**config.mk**
```make
export PLATFORM = sky130hd
export DESIGN_NAME = fan_bus_frame_receiver_top
export DESIGN_NICKNAME = d
export VERILOG_FILES = /design/src/fbfr_pkg.sv /design/src/fan_bus_frame_receiver_top.sv
export SDC_FILE = /design/constraint.sdc
export NUM_CORES = 1
export LEC_CHECK = 0
export BUFFER_PORTS_ARGS = -buffer_cell sky130_fd_sc_hd__buf_2
export CELL_PAD_IN_SITES_DETAIL_PLACEMENT = 1
export CELL_PAD_IN_SITES_GLOBAL_PLACEMENT = 2
export CORE_MARGIN = 2
export CORE_UTILIZATION = 46
export CTS_CLUSTER_DIAMETER = 80
export DETAILED_ROUTE_END_ITERATION = 12
export GPL_TIMING_DRIVEN = 0
export PLACE_DENSITY_LB_ADDON = 0.1
export SLEW_MARGIN = 30
export SYNTH_ARGS = -nofsm -noshare
export SYNTH_HDL_FRONTEND = slang
export SYNTH_SLANG_ARGS = --single-unit
```
**constraint.sdc**
```tcl
create_clock -name clk_i -period 5.37 [get_ports clk_i]
set_input_delay 1.074 -clock clk_i [delete_from_list [all_inputs] [get_ports clk_i]]
set_output_delay 1.074 -clock clk_i [all_outputs]
set_load 0.1 [all_outputs]
```
**src/fbfr_pkg.sv**
```systemverilog
package fbfr_pkg;

  localparam logic [7:0] StartByte = 8'h01;
  localparam logic [7:0] TypeByte  = 8'h11;
  localparam logic [7:0] RegFan    = 8'h29;
  localparam logic [7:0] RegTempLo = 8'h32;
  localparam logic [7:0] RegTempHi = 8'h35;

  localparam int unsigned PosW     = 3;
  localparam int unsigned NumTemps = 4;
  localparam int unsigned TempIdxW = $clog2(NumTemps);

  // frame positions of the bytes that are kept
  localparam logic [PosW-1:0] PosStart = 3'd0;
  localparam logic [PosW-1:0] PosType  = 3'd1;
  localparam logic [PosW-1:0] PosReg   = 3'd3;
  localparam logic [PosW-1:0] PosVal   = 3'd4;
  localparam logic [PosW-1:0] PosSum   = 3'd5;

  // items held between the input and output ports at most
  localparam int unsigned PipeDepth = 2;
  localparam int unsigned OccW      = $clog2(PipeDepth + 1);

  typedef logic [NumTemps-1:0][7:0] temps_t;

endpackage

```
**src/fan_bus_frame_receiver_top.sv**
```systemverilog
// Frame receiver for a ventilation-unit RS485 bus.
// Input channel: one received UART byte per item (rx_byte_i, line_error_i),
// qualified by in_valid_i and held back by in_stall_o.
// Output channel: one result per input item (out_valid_o / out_stall_i):
// frame_done_o, checksum_ok_o, value_changed_o and the stored fan level and
// four temperatures as they stand after that byte.
// A frame is 0x01, four body bytes and an additive checksum byte. A good
// frame of type 0x11 writes register 0x29 (fan) or 0x32..0x35 (temps).
// An accepted item passes the input register and then the result register
// before out_valid_o rises with its result. The receiver takes one item per
// cycle while the output is not stalled; the frame state is a single short
// update between the two registers.
// Reset clears the frame position, the checksum, the fan level and the
// temperatures; both pipeline stages come up empty.
// When the receiver stalls, the result is held; if the input register is
// empty, one more item is still taken into it, after which in_stall_o stays
// high until the result is taken.
module fan_bus_frame_receiver_top
  import fbfr_pkg::*;
(
  input  logic       clk_i,
  input  logic       rst_ni,
  input  logic       in_valid_i,
  output logic       in_stall_o,
  input  logic [7:0] rx_byte_i,
  input  logic       line_error_i,
  output logic       out_valid_o,
  input  logic       out_stall_i,
  output logic       frame_done_o,
  output logic       checksum_ok_o,
  output logic       value_changed_o,
  output logic [7:0] fan_level_o,
  output logic [7:0] temp_a_o,
  output logic [7:0] temp_b_o,
  output logic [7:0] temp_c_o,
  output logic [7:0] temp_d_o
);

  logic            s1_valid_q;
  logic [7:0]      s1_byte_q;
  logic            s1_err_q;
  logic            out_valid_q;
  logic            adv_out;
  logic            move;
  logic            in_acc;

  logic [PosW-1:0] pos_q, pos_d;
  logic [7:0]      sum_q, sum_d;
  logic [7:0]      type_q, type_d;
  logic [7:0]      reg_q, reg_d;
  logic [7:0]      val_q, val_d;
  logic [7:0]      fan_q, fan_d;
  temps_t          temps_q, temps_d;

  logic            done, ok, chg;
  logic [7:0]      sum_base;
  logic [7:0]      idx_full;
  logic [TempIdxW-1:0] idx;

  logic            done_q, ok_q, chg_q;
  logic [7:0]      fan_res_q;
  temps_t          temps_res_q;

  assign adv_out    = !out_valid_q || !out_stall_i;
  assign move       = s1_valid_q && adv_out;
  assign in_stall_o = s1_valid_q && !adv_out;
  assign in_acc     = in_valid_i && !in_stall_o;

  assign idx_full = reg_q - RegTempLo;
  assign idx      = idx_full[TempIdxW-1:0];

  always_comb begin
    pos_d    = pos_q;
    sum_d    = sum_q;
    type_d   = type_q;
    reg_d    = reg_q;
    val_d    = val_q;
    fan_d    = fan_q;
    temps_d  = temps_q;
    done     = 1'b0;
    ok       = 1'b0;
    chg      = 1'b0;
    sum_base = (pos_q == PosStart) ? 8'h00 : sum_q;
    if (s1_err_q) begin
      pos_d = PosStart;
    end else if (pos_q >= PosSum) begin
      done  = 1'b1;
      ok    = (s1_byte_q == sum_q);
      pos_d = PosStart;
      if (ok && type_q == TypeByte) begin
        if (reg_q == RegFan) begin
          chg   = (fan_q != val_q);
          fan_d = val_q;
        end else if (reg_q >= RegTempLo && reg_q <= RegTempHi) begin
          chg          = (temps_q[idx] != val_q);
          temps_d[idx] = val_q;
        end
      end
    end else if (pos_q == PosStart && s1_byte_q != StartByte) begin
      pos_d = PosStart;
    end else begin
      sum_d = sum_base + s1_byte_q;
      pos_d = pos_q + 3'd1;
      unique case (pos_q)
        PosType: type_d = s1_byte_q;
        PosReg:  reg_d  = s1_byte_q;
        PosVal:  val_d  = s1_byte_q;
        default: ;
      endcase
    end
  end

  always_ff @(posedge clk_i or negedge rst_ni) begin
    if (!rst_ni) begin
      s1_valid_q  <= 1'b0;
      out_valid_q <= 1'b0;
      pos_q       <= PosStart;
      sum_q       <= 8'h00;
      fan_q       <= 8'h00;
      temps_q     <= '0;
    end else begin
      if (adv_out) begin
        out_valid_q <= s1_valid_q;
      end
      if (!in_stall_o) begin
        s1_valid_q <= in_valid_i;
      end
      if (move) begin
        pos_q   <= pos_d;
        sum_q   <= sum_d;
        fan_q   <= fan_d;
        temps_q <= temps_d;
      end
    end
  end

  always_ff @(posedge clk_i) begin
    if (in_acc) begin
      s1_byte_q <= rx_byte_i;
      s1_err_q  <= line_error_i;
    end
    if (move) begin
      type_q      <= type_d;
      reg_q       <= reg_d;
      val_q       <= val_d;
      done_q      <= done;
      ok_q        <= ok;
      chg_q       <= chg;
      fan_res_q   <= fan_d;
      temps_res_q <= temps_d;
    end
  end

  assign out_valid_o     = out_valid_q;
  assign frame_done_o    = done_q;
  assign checksum_ok_o   = ok_q;
  assign value_changed_o = chg_q;
  assign fan_level_o     = fan_res_q;
  assign temp_a_o        = temps_res_q[0];
  assign temp_b_o        = temps_res_q[1];
  assign temp_c_o        = temps_res_q[2];
  assign temp_d_o        = temps_res_q[3];

endmodule

```
Yosys cells after proc, flatten, opt, wreduce, memory -nomap -nowiden
Index checks and enable logic that the tools add are counted.

Flip-flop bits (word level): 129.

Add/subtract/negate cells: 3. Bitwise logic cells: 4. Mux-type cells: 21. Order comparisons: 5. Reduce and logical (&&, ||, !) cells: 19. Eq/ne operators: 9.

Operators with widths (count): 32-bit 2-to-1 mux (5); 8-bit 2-to-1 mux (7); 32-bit bitwise mux (1); 8-bit binary-select mux with 2-bit select (1); 8-bit demux with 2-bit select (1); 8-bit inequality test (2); 5-bit AND reduction (3); 3-bit 2-to-1 mux (3); 8-bit adder (1); 8-bit by 5-bit == test with 1-bit output, second input constant (1); 8-bit by 6-bit == test with 1-bit output, second input constant (1); 8-bit == test (1); 8-bit by 6-bit greater-or-equal comparator with 1-bit output, second input constant (1); 8-bit by 6-bit <= comparator with 1-bit output, second input constant (1); 8-bit by 1-bit inequality test with 1-bit output, second input constant (1); 1-bit logical AND (7); 1-bit logical NOT (4); 1-bit NOT (4); 4-bit AND reduction (1); 3-bit by 1-bit adder with 3-bit output, second input constant (1); 3-bit by 1-bit == test with 1-bit output, second input constant (1); 3-bit by 2-bit == test with 1-bit output, second input constant (1); 3-bit == test, second input constant (1); 3-bit greater-or-equal comparator, second input constant (1); other kinds (8) (10).

Logic depth before layout (Yosys ltp)
Gate-level depths: netlist of run 1.

Depth in word-level cells: 11. Gate-level depth with buffers: 12. Gate-level depth less buffers: 12.

Worst setup path after synthesis of run 1
Ideal clock, no wire load.

Path kind: input to output. Start point: in out_stall_i. End point: out in_stall_o. Path slack: 2.476 ns. Data arrival time: 1.820 ns. Stages on the path: 2. Cells stage by stage: nand3_1 -> inv_1.

Word-level cells in the longest chain between the ends: 4.

Ends and longest elaborated chain: start: declaration (line fan_bus_frame_receiver_top.sv:28) `input logic out_stall_i,`; 1-bit logical NOT (line fan_bus_frame_receiver_top.sv:64) `assign adv_out = !out_valid_q || !out_stall_i;`; 1-bit logical OR (line fan_bus_frame_receiver_top.sv:64); 1-bit logical NOT (line fan_bus_frame_receiver_top.sv:66) `assign in_stall_o = s1_valid_q && !adv_out;`; 1-bit logical AND (line fan_bus_frame_receiver_top.sv:66); end: declaration (line fan_bus_frame_receiver_top.sv:24) `output logic in_stall_o,`.

Every way passes these cells.

==> impl_metrics.yaml, run 1 <==
outcome:
  status: "complete, no violations"
floorplan:
  die_h_um: 118.3
  placementRows: 41
  io_pins: 58
  core_area_um2: 12670
  start_util_pct: 47.41
  die_x_um: 118.3
  dieArea_um2: 13990
setup_path:
  crit_path_end_kind: "register"
  cp-start-kind: "register"
  crit_fanout: 10
  worst-endpoint-arrival_ps: 3260
  worstPathRequired_ps: 5540
  path_class: "register to register"
power_and_ir_drop:
  peakVddDrop_mv: 0.2151
  pwr_density_cell_nw_per_um2: 360.8
  p_total_uw: 2569
  power.leakage_uw: 0.003027
yosys:
  postSynth.asyncResetShare_pct: 41.09
  synth_cell_types: 51
  synth_top_area_cell: "edfxtp_1"
  syn_nets: 419
  synthFlopType: "edfxtp_1"
  ys_ff_latch: 129
  seq_area_frac_synth_pct: 60.07
  synth.most_common_cell: "edfxtp_1"
  synthTopCellsByCount: "edfxtp_1 (76), mux2_2 (73), dfrtp_1 (53), xnor2_1 (19), nand2_1 (14)"
  synth_edf_count: 76
  postSynthAreaPerCell_um2: 15.25
  synth_top_area_share_pct: 37.99
  ys_warn_count: 0
  synth_area_leaders: "edfxtp_1 (38%), dfrtp_1 (22%), mux2_2 (14%)"
  synth.cell_area_um2: 6007
  syn_inst: 394
sta:
  rsz0062_at_grt: "false"
  setup_tns_ps: 0
  max_freq_mhz: 324.1
  setup_violations: 0
  min_period_ps: 3086
  fin_skew_ps: 7.553
  final_min_period_over_clock_period_pct: 57.47
  worst_pin_slew_ps: 895.0
  hold_violations: 0
  relSlewSlack_pct: 39.89
  slew_violations: 0
clock_network:
  cts_buffers: 17
  root_buffer: "clkbuf_16"
  post_cts_buffers: 0
  ctsResizeCount: 0
  clkTransAtPathRegs_ps: 50
  clkSinkCount: 129
  cts_hold_buffers: 0
  cts_tree: "yes"
  cts_buffer_depth: 2
  h-tree-depth: 4
  clk_latency_ps: 430
layout:
  layout.nets: 496
  syn_to_final_growth_pct: 18.52
  stdcell_area_um2: 7119
  instances_no_fill: 656
  drive_gt1_share_pct: 40.29
  antenna_cells: 0
worst_hold_path:
  hold_path.class: "register to register"
place:
  place_inst: 624
  gp_congestion: 0.7620
  io_buffers: 57
  dpl_cell_area_um2: 6554
  dp_hpwl_um: 8845
route:
  first_pass_iters: 4
  vias: 3513
  ant_nets: 0
  wl_per_cell_um: 20.06
  drt_first_iter_violations: 168
  drc: 0
  viasPerCell: 5.355
  drt-total-wl_um: 13160
global_routing:
  grt_first_pass_wirelength_um: 21090
  grt_pass1_vias: 3818
  grt_max_degree: 54
  overflow: 0
  antenna_found_initial: 0
  grtUsageTotal_pct: 20.37
job:
  drv_cap: 0
==> per-layer routing <==
layer / routed length (um) / share of wire, % / global-route usage [%]
met1: 5434 / 41 / 23.79
met3: 473 / 3.6 / 5.357
met4: 303 / 2.3 / 9.187
met5: 0 / 0 / 0
met2: 6950 / 53 / 35.12
==> cell type report <==
| cell class | instances | area, um2 |
|---|---|---|
| Fill cell | 1271 | 5552 |
| Sequential cell | 129 | 3608 |
| Multi-Input combinational cell | 235 | 2290 |
| Clock buffer | 25 | 455.4 |
| Timing Repair Buffer | 58 | 307.8 |
| Tap cell | 172 | 215.2 |
| Clock inverter | 7 | 110.1 |
| Buffer | 17 | 83.83 |
| Inverter | 13 | 48.80 |
==> registers in the layout (all words and copies together), names as in the netlist, 8 cells and up <==
name         count
s1_byte_q        8
val_q            8
temps_q         32
reg_q            8
fan_q            8
temp_a_o         8
temp_c_o         8
fan_level_o      8
type_q           8
temp_b_o         8
temp_d_o         8
sum_q            8
==> placed cells by master (no fill, tap or decap), drive strengths merged, types with 4 or more instances in the layout <==
cell	count
o21ai	8
clkbuf	36
xnor2	19
nor3	8
nor2	7
dfrtp	53
nand3	5
nand2	14
nor4	9
clkinv	4
nand4	5
xor2	9
nand2b	5
ha	11
mux2	81
edfxtp	76
inv	13
and2	8
buf	64
mux4	8
==> worst max-delay path, cell delays in order, from the launching register on <==
cell and delay, ps:
dfrtp_1 420, inv_1 110, ha_1 190, o21ai_0 140, nor4_1 300, nand4_1 190, buf_2 300, nor4_4 740
mux2_2 430
==> metrics by stage <==
stage	utilization, %	hold WS [ps]	worst slack (ps)
2_1_floorplan	-	440.7	2476
3_3_place_gp	51.36	450.3	2013
3_5_place_dp	51.72	470.4	1990
4_1_cts	56.19	481.2	2213
5_1_grt	56.19	503.1	2065
6_report	56.19	473.5	2284
==> cells by family (layout without fill, tap and decap cells) <==
logic type,Yosys count,count (layout),synth area share (%)
xor+xnor,28,28,4.083
fa+ha+maj,12,12,2.624
simple gates,78,78,9.103
buf+inv,30,120,2.208
compound gates,27,27,3.062
flops,129,129,60.07
mux,90,90,18.85
==> final timing paths <==
check / start / endpoint / slack [ps] / depth (start not counted)
setup reg to reg: pos_q[1] / temp_c_o[7] / 2280 / 8
max in group asynchronous: rst_ni / temps_q[3] / 4180 / 1
setup / recovery: pos_q[1] / temp_c_o[7] / 2280 / 8
min in group asynchronous: rst_ni / temps_q[25] / 700 / 1
hold reg to reg: s1_valid_q / out_valid_o / 470 / 1
hold / removal: s1_valid_q / out_valid_o / 470 / 1
==> where the power goes <==
group | internal (uW) | leakage, uW | switching, uW | total [uW]
Clock | 725 | 0.000277 | 396 | 1120
Sequential | 1110 | 0.00145 | 38.7 | 1150
Combinational | 58.3 | 0.00130 | 241 | 299
Total | 1890 | 0.00303 | 676 | 2570
No activity file was read; power rests on OpenSTA's default activity.
==> run 2, diff against run 1 <==
ABC_AREA = 1   (was unset)
CORE_UTILIZATION = 33   (was 46)
clock period = 2.7 ns   (was 5.37 ns; I/O delays follow)
==> run 2 against run 1 <==
  * Hold slack worse by 450 ps
  * First-iteration DRC count increased by 48%
  * Via count is 46% higher
  * Cell count is 63% higher
  * Largest cell class unchanged
  * Largest power group is now clock
==> impl_metrics.yaml, run 2 <==
sta:
  setup_violations: 0
  final_min_period_over_clock_period_pct: 91.11
  layout_setup_ws_ps: 239.9
  max_freq_mhz: 406.5
  hold_violations: 0
  relSlewSlack_pct: 51.20
  fin_skew_ps: 8.764
  min_period_ps: 2460
  slew_violations: 0
  worst_pin_slew_ps: 732.0
setup_path:
  worstPathRequired_ps: 2990
  ff2ff_setup_slack_ps: 240
  crit_path_end_kind: "register"
  path_class: "register to register"
  reg2reg_depth: 15
  cp-start-kind: "register"
  reg2reg_to: "sum_q[6]"
  crit_fanout: 7
  worst-endpoint-arrival_ps: 2750
  rr_startpoint: "pos_q[1]"
yosys:
  postSynth.asyncResetShare_pct: 41.09
  syn_inst: 717
  synth.most_common_cell: "nand2_1"
  synth_top_area_cell: "edfxtp_1"
  synthTopCellsByCount: "nand2_1 (250), inv_1 (80), edfxtp_1 (76), nand3_1 (63), dfrtp_1 (53)"
  postSynthAreaPerCell_um2: 8.922
  synth_area_leaders: "edfxtp_1 (36%), dfrtp_1 (21%), nand2_1 (15%)"
  syn_nets: 742
  synth_edf_count: 76
  synth.cell_area_um2: 6397
  synthFlopType: "edfxtp_1"
  synth_top_area_share_pct: 35.67
  synth_cell_types: 34
  seq_area_frac_synth_pct: 56.41
  ys_warn_count: 0
  ys_ff_latch: 129
place:
  io_buffers: 57
  gp_congestion: 0.8276
  post-place-ws_ps: -322.4
  place_inst: 1035
  dp_hpwl_um: 13270
floorplan:
  dieArea_um2: 20520
  die_h_um: 143.2
  placementRows: 50
  core_area_um2: 18890
  die_x_um: 143.2
  start_util_pct: 33.86
  io_pins: 58
clock_network:
  h-tree-depth: 4
  cts_buffers: 17
  clk_latency_ps: 430
  clkTransAtPathRegs_ps: 60
  cts_tree: "yes"
  cts_buffer_depth: 2
  clkSinkCount: 129
  root_buffer: "clkbuf_16"
power_and_ir_drop:
  p_int_uw: 3635
  power.leakage_uw: 0.003644
  swShare_pct: 30.45
  seqPwrFrac_pct: 42.8
  pwr_density_cell_nw_per_um2: 683.7
  power_frac_comb_pct: 14.0
  peakVddDrop_mv: 0.4320
  p_sw_uw: 1592
  p_total_uw: 5227
  clockPowerShare_pct: 43.2
layout:
  instances_no_fill: 1069
  fill_cells: 2274
  max_flop_register: "temps_q"
  syn_to_final_growth_pct: 19.50
  final_common_cell: "nand2_1"
  antenna_cells: 0
  largest_reg_flops: 32
  drive_gt1_share_pct: 16.44
  layout.nets: 821
  mostFrequentLayoutCells: "nand2_1 (248), inv_1 (78), edfxtp_1 (76)"
route:
  wl_per_cell_um: 17.03
  drt-total-wl_um: 18200
  drc: 0
  drt_first_iter_violations: 249
  vias: 5116
  ant_nets: 0
  first_pass_iters: 4
  viasPerCell: 4.786
global_routing:
  grt_first_pass_wirelength_um: 29200
  overflow: 0
  antenna_found_initial: 0
  grt_pass1_vias: 5312
  grt_max_degree: 53
  grtUsageTotal_pct: 19.11
worst_hold_path:
  hold_path.class: "input port to asynchronous set/reset pin"
outcome:
  status: "complete, no violations"
job:
  drv_cap: 0
## run 2: cell count changes after synthesis, moves of 24 or more
cell	previous run	this run
nand2_1	14	250
mux2_2	73	0
inv_1	13	80
nand3_1	4	63
nand4_1	5	29
nor2_1	7	31
## run 2: critical path: stages (launching register included)
cell,delay (ps)
dfrtp_1,380
inv_1,90
ha_2,190
nand2_2,100
inv_2,90
nor2_1,100
ha_2,200
inv_1,60
fa_2,350
nand3b_1,180
nand2_2,90
nand2_1,70
nand2_1,70
a21oi_1,70
xor2_1,190
o21ai_1,80
## run 2: final cells by class
| type | instances | area [um2] | share of cell area (%) |
|---|---|---|---|
| Buffer | 22 | 116.4 | 1.522 |
| Clock inverter | 14 | 141.4 | 1.849 |
| Multi-Input combinational cell | 479 | 2375 | 31.06 |
| Clock buffer | 18 | 429.2 | 5.614 |
| Timing Repair Buffer | 60 | 322.8 | 4.223 |
| Tap cell | 260 | 325.3 | 4.255 |
| Inverter | 87 | 326.6 | 4.272 |
| Sequential cell | 129 | 3608 | 47.20 |
## run 2: kinds of logic (layout without fill, tap and decap cells)
| family | Yosys count | after routing | synth area share, % |
|---|---|---|---|
| AO/OA/AOI/OAI | 35 | 35 | 2.953 |
| XOR/XNOR | 14 | 14 | 1.917 |
| adder cells (fa/ha/maj) | 12 | 12 | 2.464 |
| buffers and inverters | 109 | 201 | 6.865 |
| flip-flops | 129 | 129 | 56.41 |
| AND/OR/NAND/NOR | 418 | 418 | 29.40 |
## run 2: timing repair
| item | CTS | global route |
|---|---|---|
| pin swaps | 0 | 1 |
| resized for setup | 3 | 7 |
| cloned | 0 | 0 |
| endpoints found under the setup margin | 17 | 17 |
| buffers inserted | 0 | 2 |
| hold buffers | 0 | 0 |
## run 2: layer usage
layer | track usage (%) | up-vias | part of all wire, %
li1 | - | 2497 | -
met5 | 0 | - | 0
met4 | 7.018 | 0 | 2.2
met1 | 23.25 | 2517 | 44
met3 | 3.286 | 22 | 2.7
met2 | 33.92 | 80 | 51
## run 2: worst max path at each step
stage	startpoint	endpoint	slack, ps	cells past startpoint
2_1_floorplan	out_valid_o	s1_byte_q[0]	80	5
3_3_place_gp	out_stall_i	reg_q[3]	-240	9
3_5_place_dp	out_stall_i	reg_q[5]	-320	9
4_1_cts	pos_q[0]	sum_q[6]	50	15
5_1_grt	pos_q[0]	sum_q[6]	-10	15
6_report	pos_q[1]	sum_q[6]	240	15
## run 2: power groups by stage
stage | clock (uW) | combinational [uW] | sequential [uW]
finish | 2260 | 734 | 2240
CTS | 2310 | 743 | 2240
floorplan | 0 | 156 | 2690
global route | 2380 | 775 | 2250
detailed placement | 0 | 743 | 2280
global placement | 0 | 732 | 2270
## run 2: metrics by stage
stage	util, %	hold WS [ps]	area [um2]	TNS (ps)
final	40.46	21.69	7645	0
after global routing	40.46	38.26	7645	-13.39
after CTS	40.29	24.25	7612	0
after detailed placement	37.25	466.0	7037	-4853
after global placement	37.11	461.9	7012	-11390
after floorplan	-	244.4	6401	0
